--- src/sv/smu_pkg.sv ---
// Package for the sensor value to micro units block.
// Holds the request and result types, format and status codes and the
// conversion constants. No dependencies.
`default_nettype none

package smu_pkg;

    // Format codes carried in the mode field
    localparam logic [1:0] MODE_PASS  = 2'd0;
    localparam logic [1:0] MODE_FIXED = 2'd1;
    localparam logic [1:0] MODE_FLOAT = 2'd2;

    // Result status codes
    localparam logic [1:0] ST_OK      = 2'd0;
    localparam logic [1:0] ST_INVALID = 2'd1;
    localparam logic [1:0] ST_SAT     = 2'd2;

    // Fixed point 22.10: multiplier 15625 = one million / 64
    localparam int          FIX_FRAC_BITS = 10;
    localparam logic [13:0] FIX_MULT      = 14'd15625;
    localparam logic [21:0] FIX_INT_MAX   = 22'd274877;

    // Single precision fields and limits
    localparam logic [31:0] FLT_INF      = 32'h7f800000;
    localparam logic [31:0] FLT_MAX_RAW  = 32'h4f800000;
    localparam logic [7:0]  FLT_EXP_ONES = 8'hff;
    localparam logic [19:0] FLT_SCALE    = 20'd1000000;
    // Right shift of mant*1e6*2^32 is 182 - biased exponent (127 + 23 + 32)
    localparam logic [8:0]  FLT_SHIFT_BASE = 9'd182;
    localparam logic [8:0]  FLT_WIDE_BITS  = 9'd76;

    typedef struct packed {
        logic [1:0]  mode;
        logic [31:0] raw_value;
    } smu_in_t;

    typedef struct packed {
        logic [31:0] scaled_value;
        logic [1:0]  status;
    } smu_out_t;

endpackage

`default_nettype wire

--- src/sv/smu_fixed_conv.sv ---
// Unsigned 22.10 fixed point to micro units, with saturation.
// Combinational; uses smu_pkg.
`default_nettype none

module smu_fixed_conv (
    input  wire logic [31:0] raw_value,
    output smu_pkg::smu_out_t result
);

    logic [21:0] int_part;
    logic [9:0]  frac_part;
    logic [35:0] int_prod;
    logic [23:0] frac_prod;
    logic [32:0] sum;

    // Integer and fraction scaled separately, fraction truncated
    always_comb
    begin
        int_part  = raw_value[31:smu_pkg::FIX_FRAC_BITS];
        frac_part = raw_value[smu_pkg::FIX_FRAC_BITS-1:0];
        int_prod  = int_part * smu_pkg::FIX_MULT;
        frac_prod = frac_part * smu_pkg::FIX_MULT;
        sum       = int_prod[32:0] + {19'd0, frac_prod[23:smu_pkg::FIX_FRAC_BITS]};
        if (int_part > smu_pkg::FIX_INT_MAX || sum[32])
        begin
            result.scaled_value = '1;
            result.status       = smu_pkg::ST_SAT;
        end
        else
        begin
            result.scaled_value = sum[31:0];
            result.status       = smu_pkg::ST_OK;
        end
    end

endmodule

`default_nettype wire

--- config.mk ---
export PLATFORM = sky130hd
export DESIGN_NAME = smu_fixed_conv
export DESIGN_NICKNAME = d
export VERILOG_FILES = /design/src/sv/smu_pkg.sv /design/src/sv/smu_fixed_conv.sv
export SDC_FILE = /design/constraint.sdc
export NUM_CORES = 1
export LEC_CHECK = 0
export ABC_AREA = 1
export CORE_MARGIN = 2
export CORE_UTILIZATION = 35
export DETAILED_ROUTE_END_ITERATION = 12
export DONT_BUFFER_PORTS = 1
export GPL_ROUTABILITY_DRIVEN = 1
export GPL_TIMING_DRIVEN = 1
export PLACE_DENSITY = 0.56
export SYNTH_ARGS = -nofsm -noshare
export SYNTH_HDL_FRONTEND = slang
export SYNTH_SLANG_ARGS = --single-unit
--- constraint.sdc ---
create_clock -name vclk -period 14.35
set_input_delay 2.87 -clock vclk [all_inputs]
set_output_delay 2.87 -clock vclk [all_outputs]
set_load 0.02 [all_outputs]
==> flow_metrics.env <==
export IMPL_syn_inst=1176
export IMPL_dr_first_iter_drc_count=369
export IMPL_cp_start_kind="primary input"
export IMPL_hold_depth=2
export IMPL_syn_area_per_cell_um2=7.72
export IMPL_ctsHoldBuffers=0
export IMPL_hold_viol=0
export IMPL_syn_area_um2=9080
export IMPL_fillers=2659
export IMPL_setup_tns_ns=0
export IMPL_wl_um=21600
export IMPL_ys_types=35
export IMPL_num_rows=58
export IMPL_grt_max_degree=34
export IMPL_cts_resized=0
export IMPL_crit_path_frequent_cell="inv_1"
export IMPL_max_freq_ghz=0.0722
export IMPL_outcome="completed"
export IMPL_nFlopsAndLatches=0
export IMPL_cp_arrival_ns=10.97
export IMPL_setup_viol=0
export IMPL_ys_warn_count=0
export IMPL_grt_pass1_wl_um=35300
export IMPL_antenna_found_initial=0
export IMPL_fin_util_pct=37.2
export IMPL_wl_per_cell_um=14.4
export IMPL_ff_latch_area_um2=0
export IMPL_dr_pass1_iters=4
export IMPL_relSlewSlack_pct=39.2
export IMPL_layout_common_cells="nand2_1, inv_1, ha_1, fa_1, nor2_1"
export IMPL_die_y_um=165
export IMPL_viasPerCell=4.80
export IMPL_final_common_cell="nand2_1"
export IMPL_chipWidth_um=165
export IMPL_gp_congestion=0.853
export IMPL_cpMaxStageDelayCell="fa_1"
export IMPL_cpPeakStageDelay_ns=0.53
export IMPL_synth_top_cell_by_area="ha_1"
export IMPL_synth_top_area_share_pct=32.5
export IMPL_grtUsageTotal_pct=16.2
export IMPL_multi_input_area_um2=8050
export IMPL_drv_cap=0
export IMPL_ys_top_cells_by_area="ha_1, fa_1, nand2_1"
export IMPL_rsz0062_at_grt="no"
export IMPL_required_ns=11.48
export IMPL_nets=1559
export IMPL_die_area_um2=27200
export IMPL_core_region_area_um2=25300
export IMPL_antenna_cells=0
export IMPL_crit_path_end_kind="primary output"
export IMPL_drc_errors=0
export IMPL_syn_num_nets=1564
export IMPL_fin_cells=1499
export IMPL_via_count=7192
export IMPL_post_cts_buffers=0
export IMPL_worstMarginPinSlew_ns=0.908
export IMPL_port_buffers=0
export IMPL_clock_buffers=0
export IMPL_finalCritPeriodShare_pct=96.5
export IMPL_area_growth_pct=3.83
export IMPL_first_global_vias=7024
export IMPL_seq_area_frac_synth_pct=0
export IMPL_dp_hpwl_um=19400
export IMPL_layout_drive_gt1_share_pct=2.91
export IMPL_dp_cells=1499
export IMPL_path_class="in -> out"
export IMPL_path_max_fanout=33
export IMPL_overflow=0
export IMPL_initial_core_util_pct=35.8
export IMPL_hold_path_class="in -> out"
export IMPL_ios=66
export IMPL_slew_viol_final=0
export IMPL_ant_nets=0
export IMPL_hold_ws_ns=6.10
export IMPL_period_minus_slack_ns=13.84
-- path summary, 6_finish.rpt --
kind                     startpoint         end
worst max-delay path   raw_value[1]  result[16]
worst min-delay path  raw_value[10]   result[2]
-- worst max-delay path, delay by kind of cell --
kind | cells | cell delay [ns]
xor+xnor | 1 | 0.21
buf+inv | 10 | 0.53
compound gates | 2 | 0.33
fa+ha+maj | 13 | 5.34
simple gates | 11 | 1.65
-- through the flow --
stage	setup slack, ns	instance area, um^2
after floorplan	1.27	9080
after global placement	0.641	9420
after detailed placement	0.488	9420
after CTS	0.460	9420
after global routing	0.0144	9420
final	0.506	9420
-- routing by layer --
metal	track usage [%]	wire length [um]	vias up
li1	-	-	3681
met5	0	0	-
met4	1.03	176	0
met1	24.6	11100	3368
met3	1.58	1150	12
met2	25.8	9180	131
-- cell families (layout without fill, tap and decap cells) --
| kind of cell | Yosys count | count (layout) | synth area share, % |
|---|---|---|---|
| adders and majority gates | 356 | 356 | 59.0 |
| AOI/OAI and AO/OA | 66 | 66 | 3.90 |
| xor gates and xnor gates | 34 | 34 | 3.28 |
| and+or+nand+nor | 456 | 456 | 22.4 |
| buffers and inverters | 263 | 256 | 11.3 |
| other | 1 | 1 | 0.0413 |
-- Yosys cell counts (all sizes together) --
library cell	instances
nand2	276
inv	256
ha	236
fa	120
nand3	75
nor2	67
a21oi	39
xnor2	22
o21ai	18
nand4	13
xor2	12
nand3b	10
nor3	9
buf	6
a21o	4
and2	3
o21bai	3
a31oi	2
clkbuf	1
conb	1
nor4	1
nor4b	1
or2	1
-- final cells by class --
class              count  area share, %
inverters            256           10.2
multi-input cells    913           85.4
well taps            330           4.38
Power is left out: the tool's default activity adds up to more than one toggle a clock period on the data nets, which glitch-free logic cannot reach.
