==> src/sv/smu_pkg.sv <==
// Package for the sensor value to micro units block.
// Holds the request and result types, format and status codes and the
// conversion constants. No dependencies.
`default_nettype none

package smu_pkg;

    // Format codes carried in the mode field
    localparam logic [1:0] MODE_PASS  = 2'd0;
    localparam logic [1:0] MODE_FIXED = 2'd1;
    localparam logic [1:0] MODE_FLOAT = 2'd2;

    // Result status codes
    localparam logic [1:0] ST_OK      = 2'd0;
    localparam logic [1:0] ST_INVALID = 2'd1;
    localparam logic [1:0] ST_SAT     = 2'd2;

    // Fixed point 22.10: multiplier 15625 = one million / 64
    localparam int          FIX_FRAC_BITS = 10;
    localparam logic [13:0] FIX_MULT      = 14'd15625;
    localparam logic [21:0] FIX_INT_MAX   = 22'd274877;

    // Single precision fields and limits
    localparam logic [31:0] FLT_INF      = 32'h7f800000;
    localparam logic [31:0] FLT_MAX_RAW  = 32'h4f800000;
    localparam logic [7:0]  FLT_EXP_ONES = 8'hff;
    localparam logic [19:0] FLT_SCALE    = 20'd1000000;
    // Right shift of mant*1e6*2^32 is 182 - biased exponent (127 + 23 + 32)
    localparam logic [8:0]  FLT_SHIFT_BASE = 9'd182;
    localparam logic [8:0]  FLT_WIDE_BITS  = 9'd76;

    typedef struct packed {
        logic [1:0]  mode;
        logic [31:0] raw_value;
    } smu_in_t;

    typedef struct packed {
        logic [31:0] scaled_value;
        logic [1:0]  status;
    } smu_out_t;

endpackage

`default_nettype wire

==> src/sv/smu_float_conv.sv <==
// Single precision float to micro units, with invalid and saturation cases.
// Combinational; uses smu_pkg.
`default_nettype none

module smu_float_conv (
    input  wire logic [31:0] raw_value,
    output smu_pkg::smu_out_t result
);

    logic [7:0]  exp_field;
    logic [23:0] mant24;
    logic [43:0] prod;
    logic [75:0] wide;
    logic [8:0]  shift_amt;
    logic [75:0] shifted;

    always_comb
    begin
        exp_field = raw_value[30:23];
        // Hidden one is always set, denormals included
        mant24    = {1'b1, raw_value[22:0]};
        prod      = mant24 * smu_pkg::FLT_SCALE;
        // Pre-scale by 2^32 so one right shift covers every exponent
        wide      = {prod, 32'd0};
        shift_amt = smu_pkg::FLT_SHIFT_BASE - {1'b0, exp_field};
        shifted   = wide >> shift_amt[6:0];

        result.status       = smu_pkg::ST_OK;
        result.scaled_value = '0;
        if (raw_value[31])
        begin
            result.status = smu_pkg::ST_INVALID;
        end
        else if (raw_value == smu_pkg::FLT_INF)
        begin
            result.status       = smu_pkg::ST_SAT;
            result.scaled_value = '1;
        end
        else if (exp_field == smu_pkg::FLT_EXP_ONES)
        begin
            result.status = smu_pkg::ST_INVALID;
        end
        else if (raw_value == 32'd0)
        begin
            result.status = smu_pkg::ST_OK;
        end
        else if (raw_value > smu_pkg::FLT_MAX_RAW)
        begin
            result.status       = smu_pkg::ST_SAT;
            result.scaled_value = '1;
        end
        else if (shift_amt < smu_pkg::FLT_WIDE_BITS)
        begin
            // Exactly 2^32 keeps the wrapped low bits
            result.scaled_value = shifted[31:0];
        end
    end

endmodule

`default_nettype wire

==> config.mk <==
export PLATFORM = sky130hd
export DESIGN_NAME = smu_float_conv
export DESIGN_NICKNAME = d
export VERILOG_FILES = /design/src/sv/smu_pkg.sv /design/src/sv/smu_float_conv.sv
export SDC_FILE = /design/constraint.sdc
export NUM_CORES = 1
export LEC_CHECK = 0
export ABC_CLOCK_PERIOD_IN_PS = 18990
export BUFFER_PORTS_ARGS = -buffer_cell sky130_fd_sc_hd__buf_2
export CORE_MARGIN = 5
export CORE_UTILIZATION = 65
export DETAILED_ROUTE_END_ITERATION = 12
export GPL_TIMING_DRIVEN = 1
export PLACE_DENSITY_LB_ADDON = 0.05
export SLEW_MARGIN = 15
export SYNTH_ARGS = -nofsm -noshare
export SYNTH_HDL_FRONTEND = slang
export SYNTH_SLANG_ARGS = --single-unit
export TNS_END_PERCENT = 50
==> constraint.sdc <==
create_clock -name vclk -period 18.99
set_input_delay 2.8485 -clock vclk [all_inputs]
set_output_delay 2.8485 -clock vclk [all_outputs]
set_load 0.03 [all_outputs]
==> reports/qor.csv <==
metric,value,unit
portBuffers,66,
hp-class,primary input to output port,
netlist_area,10100,sq um
dr_wl_met3,3.37,mm
grt_pass1_wl,55.6,mm
cp_max_fo,10,
syn-num-nets,1622,
ys.warnings.count,0,
wl_met2,15.6,mm
cp.required,16.14,ns
drtIter0Drc,1461,
final_cell_mix,"inv_1, ha_1, nand2_1",
setup_viol,0,
rsz0062_at_grt,no,
core,15200,sq um
top_layer,met4,
cp_data_arrival_time,9.78,ns
drive_gt1_share,9.18,%
yosysUniqueCellTypes,87,
seqCellArea,0,sq um
n_clock_buffer,0,
antenna_found_initial,0,
cts_resized,0,
fmax,0.0792,GHz
grt_max_degree,56,
vias,10900,
mostFrequentLayoutCell,inv_1,
cts_setup_buffers,0,
die-area,18100,sq um
drc,0,
num_antenna_cells,0,
nFlopsAndLatches,0,
avgViaCountPerCell,7.03,
die_h,135,microns
fp.dieW,135,microns
cts_hold_buffers,0,
end_kind,output port,
fin_nets,1629,
worstSetupStartpointType,primary input,
setup_slack,6.36,ns
syn_area_per_cell,7.45,sq um
grt.overflow.total,0,
gp_congestion,1.04,
initial_utilization,66.4,%
firstDrtPassIters,6,
drt-met1-wl,13.7,mm
dp_hpwl,27.8,mm
synth-seq-area-share,0,%
ant_nets,0,
row_count,45,
drv_cap,0,
setup_tns,0,ns
period_needed,12.63,ns
wl_per_cell,22.0,microns
hold_violations,0,
syn_to_final_growth,4.32,%
wl,34.1,mm
grt_usage,37.4,%
max_slew_margin,38.2,%
criticalPathCategory,primary input to output port,
syn_inst,1356,
grt_pass1_vias,10600,
outcome,"complete, no violations",
slew_violations,0,
io_pins,66,
tightest_slew,0.923,ns
period_share,66.5,%
place_worst_setup_slack,6.48,ns
## per-layer routing
metal / up-vias / track usage (%)
met5: - / 0
met4: 0 / 13.9
met3: 99 / 5.59
met2: 637 / 60.4
met1: 5224 / 50.9
li1: 4922 / -
## synthesized netlist by cell type, types with 10 or more instances
| cell | n | share of area, % |
|---|---|---|
| mux2i_1 | 27 | 2.7 |
| and3_1 | 16 | 0.99 |
| xnor2_1 | 22 | 1.9 |
| a31oi_1 | 15 | 0.93 |
| a211oi_1 | 25 | 1.9 |
| and2_1 | 10 | 0.62 |
| a211o_1 | 12 | 1.0 |
| a21oi_1 | 86 | 4.3 |
| nand3_1 | 26 | 1.3 |
| nor3_1 | 32 | 1.6 |
| a21o_1 | 16 | 1.2 |
| xor2_1 | 13 | 1.1 |
| o21a_1 | 12 | 0.89 |
| ha_1 | 142 | 18 |
| nand4_1 | 18 | 1.1 |
| nand2_1 | 117 | 4.3 |
| o21ai_0 | 59 | 2.9 |
| buf_2 | 12 | 0.59 |
| clkbuf_1 | 52 | 1.9 |
| o31ai_1 | 14 | 1.0 |
| fa_1 | 92 | 18 |
| nor2_1 | 104 | 3.9 |
| a221oi_1 | 13 | 1.1 |
| o211ai_1 | 26 | 1.9 |
| inv_1 | 191 | 7.1 |
## final cells by class
class | count | area, sq um
fillers | 1277 | 4670
well taps | 188 | 235
inverters | 192 | 721
multi-input cells | 1090 | 9150
repair buffers | 79 | 428
## critical path: stages
cell	delay, ns
buf_2	0.18
fa_1	0.55
inv_1	0.05
fa_1	0.51
fa_1	0.43
fa_1	0.49
inv_1	0.05
ha_1	0.29
inv_1	0.06
fa_1	0.47
inv_1	0.04
ha_1	0.44
nand4_1	0.24
a211oi_1	0.75
o21ai_1	0.28
and2_1	0.29
o21ai_1	0.30
a21boi_1	0.16
a21oi_1	0.62
a2111oi_0	0.24
a211oi_1	0.23
buf_2	0.24
## path summary, 6_finish.rpt
kind	startpoint	endpoint	cells past startpoint
hold / removal	raw_value[31]	result[0]	3
setup / recovery	raw_value[2]	result[19]	22
## through the flow
stage	instance area [sq um]	hold WS, ns	utilization (%)	cells
CTS	10500	6.11	69.3	1549
finish	10500	6.11	69.3	1549
global route	10500	6.15	69.3	1549
global placement	10500	6.09	69.3	1549
floorplan	10100	5.97	-	1356
detailed placement	10500	6.11	69.3	1549
## logic make-up after synthesis
logic type,share of synthesized area (%)
multiplexers,5.02
XOR/XNOR,3.04
buffers and inverters,10.1
AND/OR/NAND/NOR,17.2
adder cells (fa/ha/maj),35.8
AO/OA/AOI/OAI,28.8
Power is left out: the tool's default activity adds up to more than one toggle a clock period on the data nets, which glitch-free logic cannot reach.
